File: src/design/sams_pkg.sv
`timescale 1ns / 1ps
// sams_pkg: op, command, mode and event codes and the result entry type
// for the stepper axis mode sequencer; no dependencies

package sams_pkg;

  localparam logic [2:0] OP_TICK     = 3'd0;
  localparam logic [2:0] OP_SET_VEL  = 3'd1;
  localparam logic [2:0] OP_MOVE_TO  = 3'd2;
  localparam logic [2:0] OP_MOVE_BY  = 3'd3;
  localparam logic [2:0] OP_STOP     = 3'd4;
  localparam logic [2:0] OP_HOME     = 3'd5;
  localparam logic [2:0] OP_ENABLE   = 3'd6;

  localparam logic [2:0] CMD_NONE    = 3'd0;
  localparam logic [2:0] CMD_ENABLE  = 3'd1;
  localparam logic [2:0] CMD_ZERO    = 3'd2;
  localparam logic [2:0] CMD_STOP    = 3'd3;
  localparam logic [2:0] CMD_VEL     = 3'd4;
  localparam logic [2:0] CMD_MOVE    = 3'd5;

  localparam logic [1:0] MODE_IDLE   = 2'd0;
  localparam logic [1:0] MODE_VEL    = 2'd1;
  localparam logic [1:0] MODE_POS    = 2'd2;

  localparam logic [1:0] EV_NONE     = 2'd0;
  localparam logic [1:0] EV_ARRIVED  = 2'd1;
  localparam logic [1:0] EV_TIMEOUT  = 2'd2;

  localparam logic [2:0] REG_INVERT  = 3'd0;
  localparam logic [2:0] REG_SPD_LIM = 3'd1;
  localparam logic [2:0] REG_CRUISE  = 3'd2;
  localparam logic [2:0] REG_ACCEL   = 3'd3;
  localparam logic [2:0] REG_TOL     = 3'd4;
  localparam logic [2:0] REG_TIMEOUT = 3'd5;
  localparam logic [2:0] REG_POS_MIN = 3'd6;
  localparam logic [2:0] REG_POS_MAX = 3'd7;

  localparam int RES_SLOTS = 3;

  typedef struct packed {
    logic [2:0]  command;
    logic        direction;
    logic [14:0] speed_rpm;
    logic [7:0]  accel_code;
    logic [31:0] move_pulses;
    logic        enable_out;
    logic [1:0]  event_res;
    logic        last;
  } res_t;

endpackage

File: src/design/stepper_axis_mode_sequencer.sv
`timescale 1ns / 1ps
// stepper_axis_mode_sequencer: top level, input register, tick pass, result buffer
// depends on sams_pkg
//
// Usage
//   in_*   : one beat per item (tick or command), valid/ready
//   out_*  : result beats of a tick, valid/ready, out_last on the final one
//   cfg_*  : register writes, always ready, write only while idle
// A beat is captured in the input register and processed from there.
// Commands update the axis state and give no result; a command never waits.
// A tick writes one to three results into a three-entry result buffer; the
// first result shows on out_* once the tick has moved from the input register
// into the buffer, and the rest follow one per cycle while out_ready is high.
// A tick waits in the input register until the buffer is empty or is handing
// over its last beat, so the buffer drain sets the tick rate.
// When the receiver stalls, the buffer holds; commands keep flowing until a
// tick waits in the input register.
// Reset clears the input register, the buffer and the axis state and loads
// the register defaults.

module stepper_axis_mode_sequencer
  import sams_pkg::*;
(
  input  logic               clk,
  input  logic               rst_n,
  input  logic               in_valid,
  output logic               in_ready,
  input  logic [2:0]         in_op,
  input  logic signed [31:0] in_encoder_count,
  input  logic signed [15:0] in_speed_request,
  input  logic signed [31:0] in_position_request,
  input  logic               in_enable_value,
  output logic               out_valid,
  input  logic               out_ready,
  output logic [2:0]         out_command,
  output logic               out_direction,
  output logic [14:0]        out_speed_rpm,
  output logic [7:0]         out_accel_code,
  output logic [31:0]        out_move_pulses,
  output logic               out_enable_out,
  output logic [1:0]         out_event_res,
  output logic [1:0]         out_mode_now,
  output logic signed [31:0] out_position_now,
  output logic               out_last,
  input  logic               cfg_valid,
  output logic               cfg_ready,
  input  logic [2:0]         cfg_index,
  input  logic [31:0]        cfg_data
);

  // configuration
  logic               cfg_invert_r;
  logic [14:0]        cfg_spd_lim_r;
  logic [14:0]        cfg_cruise_r;
  logic [7:0]         cfg_accel_r;
  logic [15:0]        cfg_tol_r;
  logic [15:0]        cfg_timeout_r;
  logic signed [31:0] cfg_pos_min_r;
  logic signed [31:0] cfg_pos_max_r;

  // input register
  logic               s1_valid_r;
  logic [2:0]         s1_op_r;
  logic signed [31:0] s1_enc_r;
  logic signed [15:0] s1_spd_r;
  logic signed [31:0] s1_preq_r;
  logic               s1_en_r;

  // axis state
  logic [1:0]         mode_r, mode_nxt;
  logic signed [15:0] tspd_r, tspd_nxt;
  logic signed [31:0] tpos_r, tpos_nxt;
  logic signed [31:0] cpos_r, cpos_nxt;
  logic               pend_r, pend_nxt;
  logic               home_r, home_nxt;
  logic               stop_r, stop_nxt;
  logic [1:0]         enreq_r, enreq_nxt;
  logic [15:0]        poll_r, poll_nxt;

  // result buffer
  res_t               res_r [RES_SLOTS];
  res_t               buf_nxt [RES_SLOTS];
  logic [1:0]         cnt_r, cnt_nxt;
  logic [1:0]         rd_r;
  logic [1:0]         mode_out_r;
  logic signed [31:0] pos_out_r;

  logic               out_fire;
  logic               buf_free;
  logic               is_tick;
  logic               fire;

  logic signed [31:0] cur_eff;
  logic signed [31:0] tgt_eff;
  logic [1:0]         mode_eff;
  logic signed [32:0] dist_raw;
  logic [32:0]        dist_mag;
  logic               dist_dir;
  logic [16:0]        spd_mag;
  logic [14:0]        spd_sat;
  logic               spd_dir;
  logic signed [32:0] rel_sum;
  logic signed [32:0] move_raw;
  logic signed [31:0] move_clamped;

  res_t               cand [4];
  logic [3:0]         cand_v;

  assign cfg_ready = 1'b1;

  assign out_valid = (cnt_r != 2'd0);
  assign out_fire  = out_valid && out_ready;
  assign buf_free  = (cnt_r == 2'd0) || ((cnt_r == 2'd1) && out_ready);
  assign is_tick   = (s1_op_r == OP_TICK);
  assign fire      = s1_valid_r && (!is_tick || buf_free);
  assign in_ready  = !s1_valid_r || fire;

  assign out_command      = res_r[rd_r].command;
  assign out_direction    = res_r[rd_r].direction;
  assign out_speed_rpm    = res_r[rd_r].speed_rpm;
  assign out_accel_code   = res_r[rd_r].accel_code;
  assign out_move_pulses  = res_r[rd_r].move_pulses;
  assign out_enable_out   = res_r[rd_r].enable_out;
  assign out_event_res    = res_r[rd_r].event_res;
  assign out_last         = res_r[rd_r].last;
  assign out_mode_now     = mode_out_r;
  assign out_position_now = pos_out_r;

  always_ff @(posedge clk) begin
    if (!rst_n) begin
      cfg_invert_r  <= 1'b0;
      cfg_spd_lim_r <= 15'd300;
      cfg_cruise_r  <= 15'd300;
      cfg_accel_r   <= 8'd0;
      cfg_tol_r     <= 16'd16;
      cfg_timeout_r <= 16'd100;
      cfg_pos_min_r <= 32'sd0;
      cfg_pos_max_r <= 32'sh7FFF_FFFF;
    end else if (cfg_valid) begin
      unique case (cfg_index)
        REG_INVERT:  cfg_invert_r  <= cfg_data[0];
        REG_SPD_LIM: cfg_spd_lim_r <= cfg_data[14:0];
        REG_CRUISE:  cfg_cruise_r  <= cfg_data[14:0];
        REG_ACCEL:   cfg_accel_r   <= cfg_data[7:0];
        REG_TOL:     cfg_tol_r     <= cfg_data[15:0];
        REG_TIMEOUT: cfg_timeout_r <= cfg_data[15:0];
        REG_POS_MIN: cfg_pos_min_r <= cfg_data;
        REG_POS_MAX: cfg_pos_max_r <= cfg_data;
        default: ;
      endcase
    end
  end

  // encoder sign is applied on capture, most negative count wraps to itself
  always_ff @(posedge clk) begin
    if (!rst_n) begin
      s1_valid_r <= 1'b0;
    end else if (in_ready) begin
      s1_valid_r <= in_valid;
    end
  end

  always_ff @(posedge clk) begin
    if (in_ready && in_valid) begin
      s1_op_r   <= in_op;
      s1_enc_r  <= cfg_invert_r ? (32'sd0 - in_encoder_count) : in_encoder_count;
      s1_spd_r  <= in_speed_request;
      s1_preq_r <= in_position_request;
      s1_en_r   <= in_enable_value;
    end
  end

  // tick pass datapath
  always_comb begin
    cur_eff  = home_r ? 32'sd0 : s1_enc_r;
    tgt_eff  = home_r ? 32'sd0 : tpos_r;
    mode_eff = (home_r || stop_r) ? MODE_IDLE : mode_r;
    dist_raw = {tgt_eff[31], tgt_eff} - {cur_eff[31], cur_eff};
    dist_mag = dist_raw[32] ? (33'd0 - dist_raw) : dist_raw;
    dist_dir = cfg_invert_r ? (!dist_raw[32] && (dist_raw != 33'sd0)) : dist_raw[32];

    spd_mag  = tspd_r[15] ? (17'd0 - {tspd_r[15], tspd_r}) : {1'b0, tspd_r};
    spd_sat  = (spd_mag > {2'b00, cfg_spd_lim_r}) ? cfg_spd_lim_r : spd_mag[14:0];
    spd_dir  = cfg_invert_r ? (!tspd_r[15] && (tspd_r != 16'sd0)) : tspd_r[15];
  end

  // move target, relative moves are exact before the clamp
  always_comb begin
    rel_sum  = {s1_preq_r[31], s1_preq_r} + {cpos_r[31], cpos_r};
    move_raw = (s1_op_r == OP_MOVE_BY) ? rel_sum : {s1_preq_r[31], s1_preq_r};
    priority if (move_raw > $signed({cfg_pos_max_r[31], cfg_pos_max_r})) begin
      move_clamped = cfg_pos_max_r;
    end else if (move_raw < $signed({cfg_pos_min_r[31], cfg_pos_min_r})) begin
      move_clamped = cfg_pos_min_r;
    end else begin
      move_clamped = move_raw[31:0];
    end
  end

  always_comb begin
    logic [2:0] slot;
    logic [1:0] n;
    mode_nxt  = mode_r;
    tspd_nxt  = tspd_r;
    tpos_nxt  = tpos_r;
    cpos_nxt  = cpos_r;
    pend_nxt  = pend_r;
    home_nxt  = home_r;
    stop_nxt  = stop_r;
    enreq_nxt = enreq_r;
    poll_nxt  = poll_r;

    for (int i = 0; i < 4; i++) begin
      cand[i] = '0;
    end
    cand_v = '0;

    if (s1_valid_r) begin
      unique case (s1_op_r)
        OP_SET_VEL: begin
          tspd_nxt = s1_spd_r;
          stop_nxt = 1'b0;
          mode_nxt = MODE_VEL;
        end
        OP_MOVE_TO, OP_MOVE_BY: begin
          tpos_nxt = move_clamped;
          pend_nxt = 1'b1;
          stop_nxt = 1'b0;
          mode_nxt = MODE_POS;
        end
        OP_STOP:   stop_nxt  = 1'b1;
        OP_HOME:   home_nxt  = 1'b1;
        OP_ENABLE: enreq_nxt = {1'b1, s1_en_r};
        OP_TICK: begin
          cpos_nxt = cur_eff;
          tpos_nxt = tgt_eff;
          home_nxt = 1'b0;
          stop_nxt = 1'b0;
          mode_nxt = mode_eff;
          enreq_nxt = 2'b00;

          cand_v[0]          = home_r;
          cand[0].command    = CMD_ZERO;
          cand_v[1]          = enreq_r[1];
          cand[1].command    = CMD_ENABLE;
          cand[1].enable_out = enreq_r[0];
          cand_v[2]          = stop_r;
          cand[2].command    = CMD_STOP;

          unique case (mode_eff)
            MODE_VEL: begin
              cand_v[3]          = 1'b1;
              cand[3].command    = CMD_VEL;
              cand[3].direction  = spd_dir;
              cand[3].speed_rpm  = spd_sat;
            end
            MODE_POS: begin
              if (pend_r) begin
                pend_nxt  = 1'b0;
                cand_v[3] = 1'b1;
                if (dist_raw == 33'sd0) begin
                  mode_nxt          = MODE_IDLE;
                  cand[3].event_res = EV_ARRIVED;
                end else begin
                  poll_nxt            = 16'd0;
                  cand[3].command     = CMD_MOVE;
                  cand[3].direction   = dist_dir;
                  cand[3].speed_rpm   = cfg_cruise_r;
                  cand[3].accel_code  = cfg_accel_r;
                  cand[3].move_pulses = dist_mag[31:0];
                end
              end else if (dist_mag <= {17'd0, cfg_tol_r}) begin
                mode_nxt          = MODE_IDLE;
                cand_v[3]         = 1'b1;
                cand[3].event_res = EV_ARRIVED;
              end else if (poll_r >= cfg_timeout_r) begin
                mode_nxt          = MODE_IDLE;
                cand_v[3]         = 1'b1;
                cand[3].command   = CMD_STOP;
                cand[3].event_res = EV_TIMEOUT;
              end else begin
                poll_nxt = poll_r + 16'd1;
              end
            end
            default: ;
          endcase
        end
        default: ;
      endcase
    end

    // pack the issued results into the first slots, at most three per tick
    for (int j = 0; j < RES_SLOTS; j++) begin
      buf_nxt[j] = '0;
    end
    slot = 3'd0;
    for (int i = 0; i < 4; i++) begin
      if (cand_v[i] && (slot < 3'(RES_SLOTS))) begin
        buf_nxt[slot[1:0]] = cand[i];
        slot = slot + 3'd1;
      end
    end
    // quiet tick still reports one beat
    n = (slot == 3'd0) ? 2'd1 : slot[1:0];
    for (int j = 0; j < RES_SLOTS; j++) begin
      buf_nxt[j].last = (2'(j) == (n - 2'd1));
    end
    cnt_nxt = n;
  end

  always_ff @(posedge clk) begin
    if (!rst_n) begin
      mode_r  <= MODE_IDLE;
      tspd_r  <= 16'sd0;
      tpos_r  <= 32'sd0;
      cpos_r  <= 32'sd0;
      pend_r  <= 1'b0;
      home_r  <= 1'b0;
      stop_r  <= 1'b0;
      enreq_r <= 2'b00;
      poll_r  <= 16'd0;
    end else if (fire) begin
      mode_r  <= mode_nxt;
      tspd_r  <= tspd_nxt;
      tpos_r  <= tpos_nxt;
      cpos_r  <= cpos_nxt;
      pend_r  <= pend_nxt;
      home_r  <= home_nxt;
      stop_r  <= stop_nxt;
      enreq_r <= enreq_nxt;
      poll_r  <= poll_nxt;
    end
  end

  always_ff @(posedge clk) begin
    if (!rst_n) begin
      cnt_r <= 2'd0;
      rd_r  <= 2'd0;
    end else if (fire && is_tick) begin
      cnt_r <= cnt_nxt;
      rd_r  <= 2'd0;
    end else if (out_fire) begin
      cnt_r <= cnt_r - 2'd1;
      rd_r  <= rd_r + 2'd1;
    end
  end

  always_ff @(posedge clk) begin
    if (fire && is_tick) begin
      for (int j = 0; j < RES_SLOTS; j++) begin
        res_r[j] <= buf_nxt[j];
      end
      mode_out_r <= mode_nxt;
      pos_out_r  <= cpos_nxt;
    end
  end

endmodule

File: config.mk
export PLATFORM = sky130hd
export DESIGN_NAME = stepper_axis_mode_sequencer
export DESIGN_NICKNAME = d
export VERILOG_FILES = /design/src/design/sams_pkg.sv /design/src/design/stepper_axis_mode_sequencer.sv
export SDC_FILE = /design/constraint.sdc
export NUM_CORES = 1
export LEC_CHECK = 0
export BUFFER_PORTS_ARGS = -buffer_cell sky130_fd_sc_hd__buf_2
export CAP_MARGIN = 15
export CORE_ASPECT_RATIO = 0.5
export CORE_MARGIN = 5
export CORE_UTILIZATION = 45
export CTS_CLUSTER_SIZE = 12
export DETAILED_ROUTE_END_ITERATION = 10
export GPL_ROUTABILITY_DRIVEN = 0
export GPL_TIMING_DRIVEN = 0
export HOLD_SLACK_MARGIN = 0.12
export SETUP_SLACK_MARGIN = 0.05
export SYNTH_ARGS = -nofsm -noshare
export SYNTH_HDL_FRONTEND = slang
export SYNTH_SLANG_ARGS = --single-unit
File: constraint.sdc
create_clock -name clk -period 8.55 [get_ports clk]
set_clock_uncertainty 0.05 [all_clocks]
set_input_delay 1.2825 -clock clk [delete_from_list [all_inputs] [get_ports clk]]
set_output_delay 1.2825 -clock clk [all_outputs]
set_load 0.005 [all_outputs]
==> metrics.md, run 1 <==
| Metric | Value |
|---|---|
| Crit path from | home_r$_SDFFE_PN0P_ |
| Slowest-stage cell, CP | o311ai_4 |
| Slowest stage delay, CP | 0.47 ns |
| Min-delay worst type | reg2reg |
| Top delay family on crit path | compound AO/OA/AOI/OAI gates |
| Core Box Area | 0.06748 mm2 |
| RSZ-0062 raised after global routing | false |
| DR pass1 iterations | 6 |
| Routed length per instance | 20.78 um |
| Cell count after synthesis | 3,427 |
| R2R Path Start | home_r$_SDFFE_PN0P_ |
| Htree depth | 2 |
| Critical R2R Capture | res_r[1][61]$_DFFE_PP_ |
| Worst Setup EP | res_r[1][61]$_DFFE_PP_ |
| Layout cells sized above 1 | 10.35% |
| Seq cells post-synth | 551 |
| Hold_ws | 0.4009 ns |
| Slew HR | 20.86% |
| Slew @ Worst Pin | 1.180 ns |
| GR Overflow Total | 0 |
| Post-synthesis simple-gate area fraction | 18.53% |
| Initial antenna violation count | 0 |
| Power per cell area | 177.1 mW/mm2 |
| Final Non-Filler Cells | 4,654 |
| Yosys cell types | 91 |
| Placed Cells incl. Taps | 4,546 |
| Clock sink count | 551 |
| Initial Util | 45.81% |
| Max Slew Vio Count | 0 |
| CTS max path bufs | 3 |
| Period Utilization, post-route | 93.77% |
| Pin count of the biggest net entering global routing | 120 |
| Max_cap viols | 0 |
| Crit start category | flop |
| DRT antenna net count | 0 |
| Async set or reset register ratio after synthesis | 0% |
| Multiplexer share of the synthesized area | 3.704% |
| CP dominant cell by count | clkbuf_2 |
| Dominant synthesized flop cell | edfxtp_1 |
| Final Hold Viols | 0 |
| Global-route wire length before repair | 144,600 um |
| Boundary pin count | 224 |
| Min-delay src | tpos_r[4]$_SDFFE_PN0P_ |
| PortBufs | 218 |
| DRC viols | 0 |
| Via density | 5.624 |
| Die X | 380.7 um |
| Compound-Gate Fraction of Synth Area | 16.66% |
| Fmax | 124.7 MHz |
| Die Height | 195.3 um |
| Synthesized net count | 3,744 |
| Worst ir drop on vdd | 0.1627 mV |
| Via count | 26,180 |
| Num CTS Buffers | 54 |
| Post-synth EDFFs | 306 |
| Antenna Cells | 0 |
| CP arrival | 8.36 ns |
| Gr usage total | 25.00% |
| Largest family of logic cells by synthesized area | simple AND/OR/NAND/NOR gates |
| Synthesized area per cell | 9.020 um2 |
| R2R setup slack | 0.53 ns |
| Full die area | 0.07435 mm2 |
| WP data required | 8.90 ns |
| CTS tree | built |
| Critical Path Stages | 35 |
| P&R area growth vs syn | 13.37% |
| Element type at the critical path end | flop |
| Post-Syn Area | 0.03091 mm2 |
| Nets | 4,030 |
| Setup CP Type | reg2reg |
| Highest net fanout along the worst path | 10 |
| Vias in the first global route | 24,670 |
| Reg clk slew, reported paths | 0.06 ns |
| Outcome | completed |
| Std-Cell Rows | 67 |
| Iter 0 DRT Violations | 2,397 |
| Min Clock Period, post-route | 8.017 ns |
| Drt total wl | 96,710 um |
| XOR/XNOR Fraction of Synth Area | 3.428% |
| Detailed Place HPWL | 74,340 um |
| Warnings from Yosys | 0 |
| Adder-cell share of the synthesized area | 7.885% |
| Buffers & Inverters on Critical Path | 9 |
| Worst-Skew Late Latency | 0.64 ns |
| CTS root buffer | clkbuf_16 |
| LEAKAGE | 13.52 nW |
| Setup violators final | 0 |
| Seq/Total Area, Yosys | 45.59% |
| Power Total | 6.206 mW |
| Worst reg2reg path depth | 35 |
where the power goes:
part / total (mW) / switching (mW) / internal [mW]
clock: 2.39 / 1.06 / 1.33
sequential: 2.88 / 0.0377 / 2.84
combinational: 0.934 / 0.603 / 0.331
worst min-delay path, stage by stage, from the launching register on:
cell and delay (ns):
dfxtp_1 0.32, nand2_1 0.04, o21ai_0 0.05
cells by family (layout without fill, tap and decap cells):
logic type / after synthesis / in the layout
AOI/OAI and AO/OA: 829 / 829
xor gates and xnor gates: 121 / 121
adders and majority gates: 193 / 193
buffers and inverters: 328 / 658
DFF: 551 / 551
muxes: 112 / 112
other: 1 / 1
and+or+nand+nor: 1292 / 1292
layout make-up:
type / instances / area, um2
inverter: 152 / 581.8
buffer: 176 / 740.7
clock buffer: 94 / 1599
fill: 6367 / 32440
timing repair buffer: 230 / 1219
clock inverter: 6 / 132.6
sequential: 551 / 14090
tap: 897 / 1122
multi-input combinational: 2548 / 15560
how the worst min path moves through the flow:
stage / to / slack (ns) / cells past startpoint
after floorplan: tpos_r[30]$_SDFFE_PN0P_ / 0.37 / 2
after detailed placement: tpos_r[8]$_SDFFE_PN0P_ / 0.39 / 2
final: tpos_r[4]$_SDFFE_PN0P_ / 0.40 / 2
after CTS: tpos_r[15]$_SDFFE_PN0P_ / 0.41 / 2
after global routing: cfg_pos_min_r[22]$_SDFFE_PN0P_ / 0.42 / 2
after global placement: tpos_r[13]$_SDFFE_PN0P_ / 0.38 / 2
layer usage:
| metal | GRT usage, % | vias up | wire, um |
|---|---|---|---|
| met3 | 5.240 | 176 | 7321 |
| met4 | 7.528 | 2 | 2904 |
| met5 | 1.213 | - | 124 |
| met1 | 34.90 | 12440 | 44060 |
| met2 | 39.21 | 837 | 42300 |
| li1 | - | 12720 | - |
Yosys cell counts, types with 18 or more instances:
cell | instances | area [um2]
nor2_1 | 292 | 1096
nand3_1 | 45 | 225.2
a21oi_1 | 281 | 1406
ha_1 | 190 | 2377
nand4_1 | 28 | 175.2
mux2_2 | 18 | 202.7
nand2b_1 | 38 | 237.7
nand2_1 | 660 | 2477
a22oi_1 | 27 | 202.7
o21ai_0 | 231 | 1156
edfxtp_1 | 306 | 9189
o21a_1 | 31 | 232.7
nor3_1 | 34 | 170.2
o211ai_1 | 55 | 412.9
o31ai_1 | 24 | 180.2
a21o_1 | 50 | 375.4
clkbuf_1 | 141 | 529.3
inv_1 | 151 | 566.8
nor2b_1 | 62 | 387.9
and3_1 | 23 | 143.9
dfxtp_1 | 245 | 4905
xnor2_1 | 91 | 797.0
xor2_1 | 30 | 262.8
mux2i_1 | 93 | 930.9
flip-flops by register name, summed over array words and instances, names as in the netlist, 2 cells and up, named ones only:
signal and count:
cnt_r 2, cfg_accel_r 8, cfg_pos_min_r 32, out_position_now 32, cpos_r 32, rd_r 2, mode_r 2, tpos_r 32
cfg_spd_lim_r 15, cfg_cruise_r 15, out_mode_now 2, s1_spd_r 16, res_r 188, cfg_pos_max_r 32, poll_r 16, cfg_timeout_r 16
cfg_tol_r 16, s1_enc_r 32, s1_preq_r 32, s1_op_r 3, enreq_r 2, tspd_r 16
metrics by stage:
| stage | setup TNS [ns] | setup slack (ns) | cell area, um2 | utilization (%) |
|---|---|---|---|---|
| CTS | 0 | 0.05385 | 34950 | 51.80 |
| detailed placement | -64.62 | -0.5003 | 33210 | 49.21 |
| finish | 0 | 0.5329 | 35050 | 51.93 |
| floorplan | 0 | 0.8988 | 30910 | - |
| global placement | -341.71 | -1.906 | 33130 | 49.09 |
| global route | 0 | 0.1536 | 35050 | 51.93 |
cell usage in the layout (no fill, tap or decap), drive strengths merged, types with 27 or more instances in the layout:
master	Yosys	layout
nor2	292	292
a22oi	27	27
a21o	50	50
nand2	661	661
clkbuf	142	238
xnor2	91	91
ha	190	190
nor3	36	36
o21ai	234	234
o21a	31	31
a21oi	282	282
nor2b	62	62
buf	34	262
o211ai	57	57
inv	151	150
nand3	45	45
nand4	28	28
dfxtp	245	245
mux2i	93	93
xor2	30	30
edfxtp	306	306
nand2b	38	38
what timing repair did:
| item | CTS | global route |
|---|---|---|
| endpoints found under the hold margin | 0 | 0 |
| hold buffers | 0 | 0 |
| resized for setup | 5 | 23 |
| setup buffers | 0 | 6 |
| pin swaps | 1 | 2 |
| endpoints found under the setup margin | 210 | 210 |
No activity file was read; power rests on OpenSTA's default activity.
==> run 2: changes to the inputs <==
CTS_BUF_LIST = sky130_fd_sc_hd__clkbuf_16   (was unset)
==> metrics.md, run 2 (same netlist as run 1, synthesis figures left out) <==
| Metric | Value |
|---|---|
| DR pass1 iterations | 5 |
| Drt total wl | 96,870 um |
| Setup slack after layout | 0.4339 ns |
| Slowest-stage cell, CP | a311oi_1 |
| CTS max path bufs | 3 |
| Number of fill cells | 6,372 |
| Power Total | 6.118 mW |
| Setup CP Type | reg2reg |
| Crit start category | flop |
| Full die area | 0.07435 mm2 |
| Worst ir drop on vdd | 0.1605 mV |
| Slew HR | 22.35% |
| Gr usage total | 25.00% |
| Element type at the critical path end | flop |
| Final Non-Filler Cells | 4,654 |
| Vias in the first global route | 24,680 |
| Initial antenna violation count | 0 |
| Boundary pin count | 224 |
| Final Hold Viols | 0 |
| Nets | 4,030 |
| Min-delay worst type | reg2reg |
| Fmax | 123.2 MHz |
| Max Slew Vio Count | 0 |
| Clock sink count | 551 |
| Power per cell area | 174.8 mW/mm2 |
| Dpl ws | -0.5003 ns |
| Global-route wire length before repair | 144,600 um |
| Std-Cell Rows | 67 |
| Core Util, Final | 51.85% |
| Iter 0 DRT Violations | 2,489 |
| DRT antenna net count | 0 |
| Placed Cells incl. Taps | 4,546 |
| Via density | 5.627 |
| CP arrival | 8.46 ns |
| Period Utilization, post-route | 94.92% |
| CTS root buffer | clkbuf_16 |
| Cts hold-fix bufs | 0 |
| Layout cells sized above 1 | 10.27% |
| Min Clock Period, post-route | 8.116 ns |
| Htree depth | 2 |
| Initial Util | 45.81% |
| DRC viols | 0 |
| Hold_ws | 0.4009 ns |
| Die Height | 195.3 um |
| Seq. cell area | 0.01409 mm2 |
| RSZ-0062 raised after global routing | false |
| Antenna Cells | 0 |
| Via count | 26,190 |
| Buffers & Inverters on Critical Path | 9 |
| Core Box Area | 0.06748 mm2 |
| Routed length per instance | 20.81 um |
| Die X | 380.7 um |
| Multi-input logic area | 0.01556 mm2 |
| Top delay family on crit path | compound AO/OA/AOI/OAI gates |
| GR Overflow Total | 0 |
| Setup violators final | 0 |
| Reg clk slew, reported paths | 0.06 ns |
| LEAKAGE | 13.64 nW |
| Largest Register | res_r |
| Commonest non-fill, non-tap cell in the layout | nand2_1 |
| Outcome | completed |
| CP dominant cell by count | clkbuf_2 |
| Max FFs per register | 188 |
| WP data required | 8.89 ns |
| CTS tree | built |
| Slew @ Worst Pin | 1.165 ns |
| Commonest non-fill, non-tap cells in the layout | nand2_1, edfxtp_1, nor2_1 |
| Max_cap viols | 0 |
| Worst-Skew Late Latency | 0.64 ns |
| Slowest stage delay, CP | 0.48 ns |
| Pin count of the biggest net entering global routing | 120 |
| P&R area growth vs syn | 13.20% |
| Highest net fanout along the worst path | 10 |
| Detailed Place HPWL | 74,340 um |
| PortBufs | 218 |
| Num CTS Buffers | 54 |
run 2: cell type report:
class                   instances  area share (%)
repair buffers                230           3.483
plain buffers                 176           2.117
clock buffers                  56           4.005
well taps                     897           3.207
multi-input cells            2548           44.46
clock inverters                44          0.7867
flip-flops and latches        551           40.28
inverters                     152           1.663
run 2: final timing paths:
path | startpoint | endpoint | slack [ns] | cells past startpoint
hold / removal | tpos_r[4]$_SDFFE_PN0P_ | tpos_r[4]$_SDFFE_PN0P_ | 0.40 | 2
setup / recovery | home_r$_SDFFE_PN0P_ | res_r[1][61]$_DFFE_PP_ | 0.43 | 35
hold reg to reg | tpos_r[4]$_SDFFE_PN0P_ | tpos_r[4]$_SDFFE_PN0P_ | 0.40 | 2
setup reg to reg | home_r$_SDFFE_PN0P_ | res_r[1][61]$_DFFE_PP_ | 0.43 | 35
run 2: per-stage QoR:
step           instance area, um2  setup TNS [ns]
2_1_floorplan               30910               0
3_3_place_gp                33130         -341.71
3_5_place_dp                33210          -64.62
4_1_cts                     34900               0
5_1_grt                     34990               0
6_report                    34990               0
run 2: layer usage:
| layer | global-route usage, % | routed length [um] |
|---|---|---|
| met1 | 34.90 | 44050 |
| met2 | 39.21 | 42500 |
| met3 | 5.232 | 7257 |
| met4 | 7.528 | 2943 |
| met5 | 1.213 | 124 |
run 2: what timing repair did:
action / CTS / global route
setup buffers: 0 / 6
setup endpoints to repair: 210 / 210
cloned: 0 / 0
resized for setup: 5 / 23
pin swaps: 1 / 2
run 2: where the power goes:
group          internal [mW]  total [mW]  leakage, nW  switching [mW]
logic                  0.331       0.935         7.51           0.604
registers               2.84        2.88         5.19          0.0377
clock network           1.24        2.30        0.940            1.06
total                   4.41        6.12         13.6            1.70
run 2: worst reg2reg max path: cells and delay by family, from the launching register on:
kind | cells | cell delay (ns)
buf+inv | 9 | 2.08
compound gates | 16 | 3.65
simple gates | 8 | 1.09
flops | 1 | 0.42
fa+ha+maj | 2 | 0.60
